### config.mk
export PLATFORM = sky130hd
export DESIGN_NAME = podl_dirty_cell
export DESIGN_NICKNAME = d
export VERILOG_FILES = /design/src/podl_pkg.sv /design/src/podl_dirty_cell.sv
export SDC_FILE = /design/constraint.sdc
export NUM_CORES = 1
export LEC_CHECK = 0
export BUFFER_PORTS_ARGS = -buffer_cell sky130_fd_sc_hd__buf_2
export CORE_UTILIZATION = 51
export CTS_BUF_LIST = sky130_fd_sc_hd__clkbuf_4
export DETAILED_ROUTE_END_ITERATION = 7
export MAX_ROUTING_LAYER = met4
export PLACE_DENSITY = 0.82
export SLEW_MARGIN = 10
export SYNTH_ARGS = -nofsm -noshare
export SYNTH_HDL_FRONTEND = slang
export SYNTH_SLANG_ARGS = --single-unit
export TNS_END_PERCENT = 5
### constraint.sdc
create_clock -name clk -period 1.95 [get_ports clk]
set_input_delay 0.2925 -clock clk [delete_from_list [all_inputs] [get_ports clk]]
set_output_delay 0.2925 -clock clk [all_outputs]
set_load 0.005 [all_outputs]
### src/podl_pkg.sv
package podl_pkg;

    localparam int NUM_SLOTS = 64;
    localparam int SLOT_W    = $clog2(NUM_SLOTS);
    localparam int CUR_W     = $clog2(NUM_SLOTS + 1);
    localparam int PRIO_W    = 13;
    localparam int IN_PRIO_W = 16;

    localparam logic signed [PRIO_W-1:0]    PRIO_LOW  = -13'sd2048;
    localparam logic signed [PRIO_W-1:0]    PRIO_HIGH = 13'sd2048;
    localparam logic signed [IN_PRIO_W-1:0] IN_LOW    = -16'sd2048;
    localparam logic signed [IN_PRIO_W-1:0] IN_HIGH   = 16'sd2048;

    typedef enum logic [1:0] {
        MODE_CREATE,
        MODE_SET_PRIO,
        MODE_DESTROY,
        MODE_FETCH
    } mode_t;

    typedef enum logic [1:0] {
        ORD_HOLD,
        ORD_MARK,
        ORD_REMOVE,
        ORD_RESORT
    } order_op_t;

    typedef enum logic [2:0] {
        DRT_HOLD,
        DRT_PUSH,
        DRT_UPDATE,
        DRT_REMOVE,
        DRT_POP
    } dirty_op_t;

    typedef enum logic {
        ST_IDLE,
        ST_RESORT
    } state_t;

    typedef struct packed {
        logic                     valid;
        logic                     dirty;
        logic [SLOT_W-1:0]        slot;
        logic signed [PRIO_W-1:0] prio;
    } order_entry_t;

    typedef struct packed {
        logic                     valid;
        logic [SLOT_W-1:0]        slot;
        logic signed [PRIO_W-1:0] prio;
    } dirty_entry_t;

    typedef struct packed {
        order_op_t                op;
        logic [SLOT_W-1:0]        key;
        logic signed [PRIO_W-1:0] prio;
    } order_ctl_t;

    typedef struct packed {
        dirty_op_t                op;
        logic [SLOT_W-1:0]        key;
        logic signed [PRIO_W-1:0] prio;
    } dirty_ctl_t;

    function automatic logic signed [PRIO_W-1:0] clamp_prio(
        input logic signed [IN_PRIO_W-1:0] raw
    );
        logic signed [PRIO_W-1:0] res;
        if (raw < IN_LOW)
        begin
            res = PRIO_LOW;
        end
        else if (raw > IN_HIGH)
        begin
            res = PRIO_HIGH;
        end
        else
        begin
            res = raw[PRIO_W-1:0];
        end
        return res;
    endfunction

endpackage

### src/podl_dirty_cell.sv
module podl_dirty_cell import podl_pkg::*;
(
    input  logic         clk,
    input  logic         rst_n,
    input  dirty_ctl_t   ctl,
    input  dirty_entry_t left,
    input  dirty_entry_t right,
    input  logic         rem_before,
    output dirty_entry_t entry,
    output logic         match,
    output logic         rem_le
);

    dirty_entry_t entry_reg;
    dirty_entry_t entry_next;

    assign entry  = entry_reg;
    assign match  = entry_reg.valid && (entry_reg.slot == ctl.key);
    assign rem_le = rem_before || match;

    always_comb
    begin
        entry_next = entry_reg;
        unique case (ctl.op)
            DRT_HOLD:
            begin
                entry_next = entry_reg;
            end
            DRT_PUSH:
            begin
                entry_next = left;
            end
            DRT_UPDATE:
            begin
                if (match)
                begin
                    entry_next.prio = ctl.prio;
                end
            end
            DRT_REMOVE:
            begin
                if (rem_le)
                begin
                    entry_next = right;
                end
            end
            DRT_POP:
            begin
                entry_next = right;
            end
            default:
            begin
                entry_next = entry_reg;
            end
        endcase
    end

    always_ff @(posedge clk or negedge rst_n)
    begin
        if (!rst_n)
        begin
            entry_reg <= '0;
        end
        else
        begin
            entry_reg <= entry_next;
        end
    end

endmodule

==> out/results.ini <==
[run_status]
status=finished clean

[power_and_ir_drop]
p_switching_uw=652
sw_frac_of_total_pct=40.4
combPwrFrac_pct=51.0
clockPowerShare_pct=12.8
vdd.ir_drop.worst_mv=0.271
seq_power_share_pct=36.2
p_leak_nw=1.18
p_per_area_mw_per_mm2=585
p_int_uw=962
p_total_mw=1.61

[timing]
max-slew-margin-rel_pct=20.0
finalHoldViolCount=0
drv_slew=0
min_period_over_period_pct=99.6
tightest_slew_ns=1.19
clock_skew_ns=0.00298
setup_viol=0
grt_setup_unrepaired=true
finalCriticalPeriod_ns=1.94
fmax_ghz=0.515

[cts]
cts_root_buf=clkbuf_4
cts_max_level=1
max-clock-path-buffers=2
clk_latency_ns=0.31
cts_tree=done
clk_pin_slew_ns=0.11
clock_sinks=20
cts_buffers=3

[critical_path]
required_ns=1.66
start_kind=register
setup.worst_path.class=reg -> out
critPathArrivalTime_ns=1.65
end_kind=primary output
critical_path.max_fanout=3

[layout]
syn_to_final_growth_pct=25.2
largest_reg_flops=20
drive_gt1_share_pct=36.3
layout.nets=406
fillers=349
stdcell_area_sq_mm=0.00276
diodes=0

[floorplanning]
die_h_um=67.7
core-area_sq_mm=0.00409
die_area_sq_mm=0.00459
rows=23
die_w_um=67.7
io-pin-count=87
start_util_pct=53.9

[drt]
viasPerCell=6.80
num_vias=2644
routed_wl_um=6850
ant_nets=0
firstDrtPassIters=5
drt_iter0_drc=299
drc_errors=0
wire_per_inst_um=17.6

[placed_design]
dp_hpwl_um=4730
port_buffers=86
gp_congestion=0.879
place_area_sq_mm=0.00265

[yosys]
ys_seq_area_share_pct=22.7
syn_nets=320
synth_top_area_share_pct=22.7
synth_common_cells=dfrtp_1 (20), and2_1 (14), nand2_1 (14), nand4_1 (14), o32ai_1 (14)
synth_top_area_cell=dfrtp_1
yosys_warnings=0
async_flop_share_pct=100
synth_area_per_cell_sq_um=8.64
syn_area_sq_mm=0.00220
ys_seq_elements=20
synthCells=255
yosysMostFrequentCell=dfrtp_1
synth-edff-count=0
synthTopCellsByArea=dfrtp_1 (23%), a221o_1 (5.9%), nor4bb_1 (5.9%), o32ai_1 (5.6%), nand4b_1 (5.2%)
yosysUniqueCellTypes=40
synth-main-ff-cell=dfrtp_1

[grt]
antenna_found_initial=0
grt_pass1_wl_um=10800
grt_overflow=0
grt_max_degree=31
grt_pass1_vias=2374
grt_usage_pct=31.4

[min_path]
hp-class=in -> reg

[flow_run]
drv_cap=0

==> routing by layer <==
metal / GRT usage [%] / part of all wire [%]
met2: 49.6 / 49
met4: 13.6 / 1.8
met3: 2.70 / 7.5
met1: 40.5 / 42
met5: - / 0
==> logic make-up after synthesis <==
| logic type | after synthesis | synth area share [%] |
|---|---|---|
| and+or+nand+nor | 120 | 36.3 |
| AOI/OAI and AO/OA | 70 | 27.2 |
| buffers and inverters | 31 | 7.78 |
| DFF | 20 | 22.7 |
| xor gates and xnor gates | 7 | 2.78 |
| muxes | 7 | 3.18 |
==> worst max-delay path: stages (launching register included) <==
cell and delay [ns]:
dfrtp_1 0.43, xor2_2 0.18, or3_4 0.41, nor2_2 0.12, or2_1 0.11, buf_2 0.10
==> worst paths after layout <==
kind / from / to / slack, ns / depth (start not counted)
min in group asynchronous: rst_n / entry[4] / 0.47 / 2
setup reg to reg: entry[14] / entry[16] / 0.13 / 5
hold reg to reg: entry[3] / entry[3] / 0.61 / 2
setup / recovery: entry[14] / rem_le / 0.009 / 5
max in group asynchronous: rst_n / entry[16] / 1.15 / 2
hold / removal: left[19] / entry[19] / 0.32 / 3
==> final cells by class <==
| class | count | area [sq um] | area share [%] |
|---|---|---|---|
| repair buffers | 110 | 613 | 22.2 |
| well taps | 50 | 62.6 | 2.27 |
| clock buffers | 3 | 22.5 | 0.816 |
| inverters | 2 | 7.51 | 0.272 |
| flip-flops and latches | 20 | 500 | 18.1 |
| multi-input cells | 204 | 1550 | 56.3 |
==> power by group through the flow <==
stage	sequential, mW	clock (mW)	combinational (mW)
2_1_floorplan	0.592	0	0.455
3_3_place_gp	0.585	0	0.736
3_5_place_dp	0.589	0	0.749
4_1_cts	0.581	0.202	0.769
5_1_grt	0.595	0.227	0.901
6_report	0.584	0.207	0.823
==> per-stage QoR <==
step                setup TNS (ns)  utilization (%)  setup WS (ns)  hold slack, ns  std cells
finish                           0             67.5        0.00877           0.320        389
floorplan                        0                -          0.173        -0.00309        255
CTS                              0             66.0       0.000563           0.322        382
global placement             -1.43             64.9        -0.0995           0.274        378
global route               -0.0620             67.5        -0.0620           0.326        389
detailed placement           -1.95             64.9         -0.188           0.274        378
==> cells in the final DEF, fill, tap and decap left out, drive strengths merged <==
| master | Yosys | routed |
|---|---|---|
| buf | 17 | 109 |
| dfrtp | 20 | 20 |
| nand4 | 14 | 14 |
| and2 | 14 | 14 |
| nand2 | 14 | 14 |
| o32ai | 14 | 14 |
| nor3 | 14 | 14 |
| nor4bb | 13 | 13 |
| a221o | 13 | 13 |
| nand3b | 13 | 13 |
| nand4b | 13 | 13 |
| a211oi | 13 | 13 |
| nor4 | 13 | 13 |
| mux2i | 7 | 7 |
| o22ai | 6 | 6 |
| o2bb2ai | 6 | 6 |
| a2111oi | 6 | 6 |
| a311oi | 6 | 6 |
| xnor2 | 4 | 4 |
| o21ai | 4 | 4 |
| clkbuf | 12 | 3 |
| xor2 | 3 | 3 |
| nor2 | 3 | 3 |
| nand2b | 2 | 2 |
| or3 | 2 | 2 |
| or2 | 2 | 2 |
| inv | 2 | 2 |
| nor2b | 1 | 1 |
| or3b | 1 | 1 |
| o21a | 1 | 1 |
| and4 | 1 | 1 |
| a31oi | 1 | 1 |
| dlygate4sd3 | 0 | 1 |
==> repair_timing <==
action                                  in CTS  in global routing
pin swaps                                    1                  3
hold buffers                                 1                  0
hold endpoints to repair                    20                  0
setup buffers                                0                  7
resized for setup                            2                  2
endpoints found under the setup margin      16                  6
No activity file was read; power rests on OpenSTA's default activity.
