File: config.mk
export PLATFORM = sky130hd
export DESIGN_NAME = podl_order_cell
export DESIGN_NICKNAME = d
export VERILOG_FILES = /design/src/podl_pkg.sv /design/src/podl_order_cell.sv
export SDC_FILE = /design/constraint.sdc
export NUM_CORES = 1
export LEC_CHECK = 0
export BUFFER_PORTS_ARGS = -buffer_cell sky130_fd_sc_hd__buf_2
export CORE_ASPECT_RATIO = 0.8
export CORE_MARGIN = 4
export CORE_UTILIZATION = 40
export CTS_CLUSTER_SIZE = 20
export DETAILED_ROUTE_END_ITERATION = 12
export GPL_ROUTABILITY_DRIVEN = 0
export PLACE_DENSITY = 0.78
export SYNTH_ARGS = -nofsm -noshare
export SYNTH_HDL_FRONTEND = slang
export SYNTH_SLANG_ARGS = --single-unit
export TNS_END_PERCENT = 5
File: constraint.sdc
create_clock -name clk -period 3.2 [get_ports clk]
set_clock_uncertainty 0.2 [all_clocks]
set_input_delay 0.16 -clock clk [delete_from_list [all_inputs] [get_ports clk]]
set_output_delay 0.16 -clock clk [all_outputs]
set_load 0.02 [all_outputs]
File: src/podl_pkg.sv
package podl_pkg;

    localparam int NUM_SLOTS = 64;
    localparam int SLOT_W    = $clog2(NUM_SLOTS);
    localparam int CUR_W     = $clog2(NUM_SLOTS + 1);
    localparam int PRIO_W    = 13;
    localparam int IN_PRIO_W = 16;

    localparam logic signed [PRIO_W-1:0]    PRIO_LOW  = -13'sd2048;
    localparam logic signed [PRIO_W-1:0]    PRIO_HIGH = 13'sd2048;
    localparam logic signed [IN_PRIO_W-1:0] IN_LOW    = -16'sd2048;
    localparam logic signed [IN_PRIO_W-1:0] IN_HIGH   = 16'sd2048;

    typedef enum logic [1:0] {
        MODE_CREATE,
        MODE_SET_PRIO,
        MODE_DESTROY,
        MODE_FETCH
    } mode_t;

    typedef enum logic [1:0] {
        ORD_HOLD,
        ORD_MARK,
        ORD_REMOVE,
        ORD_RESORT
    } order_op_t;

    typedef enum logic [2:0] {
        DRT_HOLD,
        DRT_PUSH,
        DRT_UPDATE,
        DRT_REMOVE,
        DRT_POP
    } dirty_op_t;

    typedef enum logic {
        ST_IDLE,
        ST_RESORT
    } state_t;

    typedef struct packed {
        logic                     valid;
        logic                     dirty;
        logic [SLOT_W-1:0]        slot;
        logic signed [PRIO_W-1:0] prio;
    } order_entry_t;

    typedef struct packed {
        logic                     valid;
        logic [SLOT_W-1:0]        slot;
        logic signed [PRIO_W-1:0] prio;
    } dirty_entry_t;

    typedef struct packed {
        order_op_t                op;
        logic [SLOT_W-1:0]        key;
        logic signed [PRIO_W-1:0] prio;
    } order_ctl_t;

    typedef struct packed {
        dirty_op_t                op;
        logic [SLOT_W-1:0]        key;
        logic signed [PRIO_W-1:0] prio;
    } dirty_ctl_t;

    function automatic logic signed [PRIO_W-1:0] clamp_prio(
        input logic signed [IN_PRIO_W-1:0] raw
    );
        logic signed [PRIO_W-1:0] res;
        if (raw < IN_LOW)
        begin
            res = PRIO_LOW;
        end
        else if (raw > IN_HIGH)
        begin
            res = PRIO_HIGH;
        end
        else
        begin
            res = raw[PRIO_W-1:0];
        end
        return res;
    endfunction

endpackage

File: src/podl_order_cell.sv
module podl_order_cell import podl_pkg::*;
(
    input  logic         clk,
    input  logic         rst_n,
    input  order_ctl_t   ctl,
    input  logic         rem_first,
    input  order_entry_t left,
    input  order_entry_t right,
    input  logic         rem_before,
    input  logic         cand_before,
    input  logic         cand_right,
    output order_entry_t entry,
    output logic         match,
    output logic         cand,
    output logic         rem_le,
    output logic         cand_le
);

    order_entry_t entry_reg;
    order_entry_t entry_next;
    order_entry_t ins;

    assign entry   = entry_reg;
    assign match   = entry_reg.valid && (entry_reg.slot == ctl.key);
    assign cand    = !entry_reg.valid ||
                     (!entry_reg.dirty && ($signed(ctl.prio) >= $signed(entry_reg.prio)));
    assign rem_le  = rem_before || match;
    assign cand_le = cand_before || cand;

    always_comb
    begin
        ins        = '{valid: 1'b1, dirty: 1'b0, slot: ctl.key, prio: ctl.prio};
        entry_next = entry_reg;
        unique case (ctl.op)
            ORD_HOLD:
            begin
                entry_next = entry_reg;
            end
            ORD_MARK:
            begin
                if (match)
                begin
                    entry_next.dirty = 1'b1;
                end
            end
            ORD_REMOVE:
            begin
                if (rem_le)
                begin
                    entry_next = right;
                end
            end
            ORD_RESORT:
            begin
                // removed entry sits ahead of the insertion point: close gap, insert behind
                if (rem_first)
                begin
                    if (cand_right && !cand_le)
                    begin
                        entry_next = ins;
                    end
                    else if (rem_le && !cand_le && !cand_right)
                    begin
                        entry_next = right;
                    end
                end
                else
                begin
                    if (cand && !cand_before)
                    begin
                        entry_next = ins;
                    end
                    else if (cand_before && !rem_before)
                    begin
                        entry_next = left;
                    end
                end
            end
            default:
            begin
                entry_next = entry_reg;
            end
        endcase
    end

    always_ff @(posedge clk or negedge rst_n)
    begin
        if (!rst_n)
        begin
            entry_reg <= '0;
        end
        else
        begin
            entry_reg <= entry_next;
        end
    end

endmodule

==> metrics.md, run 1 <==
| Metric | Value |
|---|---|
| Outcome | `finished clean` |
| DR WL/cell | `14.4 µm` |
| Via count | `around 1.8k` |
| Max reg flops | `21` |
| Post-synth top area cell | `dfrtp_1` |
| Largest fanout on the critical path | `20` |
| Post-synth top cells | `nand2_1 (28), nor2_1 (23), inv_1 (22)` |
| Final Critical Period | `2960 ps` |
| Die X | `82.4 µm` |
| DRC violations left | `0` |
| CTS Buffer Depth | `2` |
| Critical path type | `flip-flop to flip-flop` |
| DRT antenna net count | `0` |
| Die area | `approximately 0.0056 mm²` |
| Synthesized net count | `about 280` |
| Drt initial violations | `54` |
| Syn_area_per_cell | `approximately 9 µm²` |
| Slew margin rel. | `66.4%` |
| Reg2Reg Setup Slack | `240 ps` |
| Core area | `about 0.0042 mm²` |
| Pwr per Cell Area | `roughly 480 mW/mm²` |
| Switch share | `42.8%` |
| FFs w/ async S/R, synth | `100%` |
| Area Overhead vs Synth | `33.6%` |
| Worst hold path type | `input port to flip-flop` |
| Most common flop cell mapped by yosys | `dfrtp_1` |
| Fraction of layout cells with a size suffix above 1 | `40.7%` |
| Register area share after synthesis | `roughly 30%` |
| Critical Path AT | `2910 ps` |
| Row count | `21` |
| Layout net count | `378` |
| Setup Buffers After CTS | `0` |
| Fin Setup TNS | `0 ps` |
| Vias in the first global route | `1742` |
| Hold_ws | `15.9 ps` |
| Fin crit share | `between 90% and 100%` |
| Most frequent cell after synthesis | `nand2_1` |
| R2r endpoint | `entry[20]$_DFFE_PN0P_` |
| Total wire length | `5080 µm` |
| #FFs+latches synth | `21` |
| Global-route wire length before repair | `8150 µm` |
| Worst Setup Start Kind | `flip-flop` |
| Register share of total power | `33.5%` |
| Peak Freq | `338 MHz` |
| R2r startpoint | `entry[12]$_DFFE_PN0P_` |
| Vias per cell | `5.09` |
| Dpl hpwl | `approximately 4000 µm` |
| YS warnings | `0` |
| Initial DRT Pass Iterations | `4` |
| Slowest cell delay on critical path | `about 410 ps` |
| CP required | `3150 ps` |
| Final setup vio count | `0` |
| Comb power frac | `50.5%` |
| Worst slew pin tran | `504 ps` |
| Clock buffer count from CTS | `3` |
| H-Tree Depth | `1` |
| Total power | `1.14 mW` |
| Clock transition at path regs | `roughly 90 ps` |
| RSZ-0062 raised after global routing | `no` |
| Tot GR Track Use | `19.1%` |
| Grt ovf | `0` |
| Initial Utilization | `41.9%` |
| Clk pwr share | `between 10% and 20%` |
| CTS tree | `done` |
| P_leak | `1.19 nW` |
| Die height | `67.5 µm` |
| Worst hold endpoint | `entry[7]$_DFFE_PN0P_` |
| Kind of end point of the critical path | `flip-flop` |
| Post-route cell area | `0.00237 mm²` |
| Clk_lat worst skew | `around 270 ps` |
| Crit-path slowest cell | `or3_4` |
| CTS root buf | `clkbuf_8` |
| Maxcap violations | `0` |
| Top cells by area, synth | `dfrtp_1 (30%), mux2i_1 (11%), ha_1 (9.2%)` |
| Syn Std Cell Area | `0.00177 mm²` |
| Final non-filler cell total | `roughly 350` |
| # diodes | `0` |
| Area after DPL | `0.00230 mm²` |
| FF-to-FF path depth | `11` |
| Cell Int Power | `0.652 mW` |
| Clock Sinks | `21` |
| I/O Buffers | `93` |
| Initial antenna violation count | `0` |
| Placed Instances | `346` |
| Peak VDD IR | `0.232 mV` |
| Min-delay src | `ctl[7]` |
| Mapped Cells | `between 200 and 250` |
| Hold Path Stages | `3` |
| Largest net degree at the start of global routing | `22` |
| Final Hold Fails | `0` |
| NetSw | `0.487 mW` |
| Critical-path cell list | `inv_1, ha_1, nand3_1, or3_4, a31oi_1, nor4_2, o21bai_2, o31ai_4, buf_4, a2bb2oi_1, mux2_1` |
| Top-area cell type share of the netlist area | `~30%` |
| Post-synth EDFFs | `0` |
| Pins Over Slew Limit | `0` |
| Ports | `94` |
| Post-synthesis cell type count | `39` |
-- how the worst max path moves through the flow --
stage	from	to
finish	entry[12]$_DFFE_PN0P_	entry[20]$_DFFE_PN0P_
detailed placement	entry[12]$_DFFE_PN0P_	entry[18]$_DFFE_PN0P_
CTS	entry[12]$_DFFE_PN0P_	entry[18]$_DFFE_PN0P_
global placement	entry[12]$_DFFE_PN0P_	entry[8]$_DFFE_PN0P_
floorplan	entry[12]$_DFFE_PN0P_	entry[10]$_DFFE_PN0P_
global route	entry[12]$_DFFE_PN0P_	entry[18]$_DFFE_PN0P_
-- power by group through the flow --
stage	logic, mW	clock network, mW	registers, mW
after floorplan	0.287	0	0.465
final	0.575	0.182	0.381
after CTS	0.581	0.188	0.381
after global placement	0.565	0	0.384
after global routing	0.644	0.198	0.390
after detailed placement	0.577	0	0.386
-- cells in the final DEF (no fill, tap or decap), drive strengths merged, types with 3 or more instances in the layout --
cell type / count
nand3: 5
mux2i: 19
a21oi: 3
clkbuf: 3
dfrtp: 21
o21ai: 4
inv: 22
xor2: 3
nor2b: 3
buf: 100
o221ai: 19
nor2: 23
xnor2: 3
a31oi: 3
nand2: 28
ha: 13
-- worst max-delay path, delay by kind of cell, from the launching register on --
kind                     cells  cell delay (ps)
AO/OA/AOI/OAI                4              770
AND/OR/NAND/NOR              3              590
flip-flops                   1              350
multiplexers                 1              310
buffers and inverters        2              300
adder cells (fa/ha/maj)      1              300
-- cell type report --
class,instances,area (µm²)
clock buffer,3,41.3
inverter,22,82.6
tap,57,71.3
sequential,21,526
fill,422,1860
timing repair buffer,102,542
multi-input combinational,146,1100
clock inverter,1,5.00
-- logic make-up (layout without fill, tap and decap cells) --
logic type | count (synthesis) | after routing | share of synthesized area, %
simple gates | 69 | 69 | 17.4
compound gates | 38 | 38 | 20.5
buf+inv | 34 | 128 | 9.03
flops | 21 | 21 | 29.6
mux | 20 | 20 | 11.4
fa+ha+maj | 13 | 13 | 9.17
xor+xnor | 6 | 6 | 2.96
-- per-stage QoR --
stage / setup WS, ps / util (%)
global route: 12.3 / 56.0
finish: 240 / 56.0
floorplan: 218 / -
CTS: 152 / 55.9
global placement: 297 / 54.3
detailed placement: 189 / 54.3
-- metal layers --
layer	vias up	global-route usage, %	part of all wire [%]
li1	901	-	-
met1	830	24.4	44
met2	58	33.2	49
met3	4	4.00	7.1
met4	0	4.15	0.65
met5	-	0	0
-- timing repair --
action | 4_1_cts | 5_1_grt
endpoints found under the hold margin | 22 | 0
setup endpoints to repair | 0 | 3
hold buffers | 2 | 0
resized for setup | 0 | 1
Power figures use the tool's default switching activity.
==> run 2, diff against run 1 <==
clock period = 2.9 ns   (was 3.2 ns; I/O delays follow)
==> metrics.md, run 2 (synthesized netlist as in run 1, its figures left out) <==
| Metric | Value |
|---|---|
| Outcome | `finished, violations left` |
| Failing checks | `setup timing` |
| Area Overhead vs Synth | `54.3%` |
| Kind of end point of the critical path | `flip-flop` |
| Initial DRT Pass Iterations | `4 (unchanged)` |
| Vias in the first global route | `1827 (+4.9%)` |
| Pins Over Slew Limit | `0 (unchanged)` |
| Slowest cell delay on critical path | `420 ps (about the same)` |
| Placed Instances | `351 (+1.4%)` |
| Worst Slack Setup Final | `-32.4 ps (-272 ps)` |
| Clock transition at path regs | `80 ps (about the same)` |
| Peak Freq | `341 MHz (+0.94%)` |
| Worst hold path type | `input port to flip-flop` |
| # diodes | `0 (unchanged)` |
| Max reg flops | `21 (unchanged)` |
| Hold Path Stages | `3 (unchanged)` |
| Clk_lat worst skew | `260 ps (about the same)` |
| Die area | `0.00557 mm² (unchanged)` |
| I/O Buffers | `93 (unchanged)` |
| Worst Setup Start Kind | `flip-flop` |
| NetSw | `0.620 mW (+27%)` |
| Maxcap violations | `0 (unchanged)` |
| Cell Int Power | `0.829 mW (+27%)` |
| Total power | `1.45 mW (+27%)` |
| Fraction of layout cells with a size suffix above 1 | `56.3% (+16 points)` |
| Initial antenna violation count | `0 (unchanged)` |
| Vias per cell | `5.29 (+3.8%)` |
| CP required | `2880 ps (-270 ps)` |
| Final Hold Fails | `0 (unchanged)` |
| Global-route wire length before repair | `8750 µm (+7.4%)` |
| Final setup vio count | `4 (+4)` |
| Critical path type | `flip-flop to flip-flop` |
| Comb power frac | `56.2% (+5.7 points)` |
| DRT antenna net count | `0 (unchanged)` |
| Via count | `1908 (+6.4%)` |
| CTS root buf | `clkbuf_8` |
| Critical-path cell list | `inv_2, ha_4, nand3_2, or3_4, o21ai_4, nor4_4, buf_4, o21bai_4, o32a_1, buf_6, o221ai_4, mux2i_1` |
| Post-route cell area | `0.00274 mm² (+15%)` |
| Largest fanout on the critical path | `6 (-70%)` |
| Ports | `94 (unchanged)` |
| Clock buffer count from CTS | `3 (unchanged)` |
| Initial Utilization | `41.9% (unchanged)` |
| Switch share | `42.8% (about the same)` |
| FF-to-FF path depth | `12 (+1)` |
| Worst slew pin tran | `523 ps (+18.6 ps)` |
| Slew margin rel. | `65.2% (-1.2 points)` |
| Pwr per Cell Area | `530 mW/mm² (+10%)` |
| Critical Path AT | `2910 ps (about the same)` |
| Core area | `0.00423 mm² (unchanged)` |
| Layout net count | `387 (+2.4%)` |
| Die X | `82.4 µm (unchanged)` |
| Fin crit share | `101% (+8.6 points)` |
| DR WL/cell | `16.2 µm (+13%)` |
| Final non-filler cell total | `361 (+2.6%)` |
| P_leak | `1.25 nW (+4.5%)` |
| Peak VDD IR | `0.330 mV (+42%)` |
| Clk pwr share | `13.8% (-2.2 points)` |
| Commonest cells after routing, fill and taps aside | `buf_2 (92), nand2_1 (27), nor2_1 (23)` |
| CTS Buffer Depth | `2 (unchanged)` |
| Clock Sinks | `21 (unchanged)` |
| DRC violations left | `0 (unchanged)` |
| Tot GR Track Use | `20.5% (+1.4 points)` |
| Final Critical Period | `2930 ps (-27.5 ps)` |
| Register share of total power | `30.0% (-3.5 points)` |
| CTS tree | `done` |
| H-Tree Depth | `1 (unchanged)` |
| Commonest non-fill, non-tap cell in the layout | `buf_2` |
| Total wire length | `5860 µm (+16%)` |
| Crit-path slowest cell | `or3_4` |
| Area after DPL | `0.00246 mm² (+7.0%)` |
| Largest net degree at the start of global routing | `22 (unchanged)` |
| Row count | `21 (unchanged)` |
| Grt ovf | `0 (unchanged)` |
| Die height | `67.5 µm (unchanged)` |
| Drt initial violations | `142 (+160%)` |
| RSZ-0062 raised after global routing | `yes` |
| Dpl hpwl | `4390 µm (+9.5%)` |
## run 2: power by group through the flow
stage / clock [mW] / combinational [mW] / sequential (mW)
finish: 0.200 / 0.814 / 0.435
global route: 0.213 / 0.886 / 0.445
CTS: 0.201 / 0.741 / 0.433
detailed placement: 0 / 0.709 / 0.438
global placement: 0 / 0.699 / 0.431
floorplan: 0 / 0.355 / 0.522
## run 2: critical path, delay by kind of cell, from the launching register on
kind            cells  cell delay, ps
mux                 1             180
buf+inv             3             390
compound gates      4             860
fa+ha+maj           1             270
simple gates        3             580
flops               1             370
## run 2: layout make-up
class,count,area (µm²)
clock buffer,4,45.0
fill,352,1500
inverter,22,82.6
multi-input combinational,146,1360
sequential,21,537
tap,57,71.3
timing repair buffer,111,644
## run 2: path summary, 6_finish.rpt
kind | to | slack [ps] | startpoint
worst max-delay path | entry[9]$_DFFE_PN0P_ | -30 | entry[12]$_DFFE_PN0P_
worst min-delay path | entry[0]$_DFFE_PN0P_ | 5 | ctl[0]
worst max register to register | entry[9]$_DFFE_PN0P_ | -30 | entry[12]$_DFFE_PN0P_
worst min register to register | entry[17]$_DFFE_PN0P_ | 360 | entry[17]$_DFFE_PN0P_
max in group asynchronous | entry[10]$_DFFE_PN0P_ | 1950 | rst_n
min in group asynchronous | entry[15]$_DFFE_PN0P_ | 170 | rst_n
## run 2: metrics by stage
| step | setup slack (ps) | utilization (%) | TNS (ps) | hold slack (ps) |
|---|---|---|---|---|
| 5_1_grt | -167 | 64.7 | -2330 | 45.3 |
| 4_1_cts | -8.92 | 61.4 | -21.9 | 11.7 |
| 3_3_place_gp | 19.4 | 58.1 | 0 | -61.3 |
| 6_report | -32.4 | 64.7 | -75.0 | 4.90 |
| 3_5_place_dp | -142 | 58.1 | -1600 | -53.3 |
| 2_1_floorplan | -4.18 | - | -36.4 | -351 |
## run 2: routing by layer
layer	global-route usage [%]	share of wire (%)	vias up
li1	-	-	923
met5	0	0	-
met3	4.80	7.9	7
met2	34.2	48	75
met1	27.7	43	903
met4	2.70	0.65	0
## run 2: repair_timing
| item | CTS | global route |
|---|---|---|
| pin swaps | 2 | 22 |
| resized for setup | 13 | 20 |
| hold buffers | 2 | 0 |
| hold endpoints to repair | 22 | 0 |
| setup endpoints to repair | 21 | 21 |
| buffers inserted | 0 | 3 |
| gates cloned | 1 | 0 |
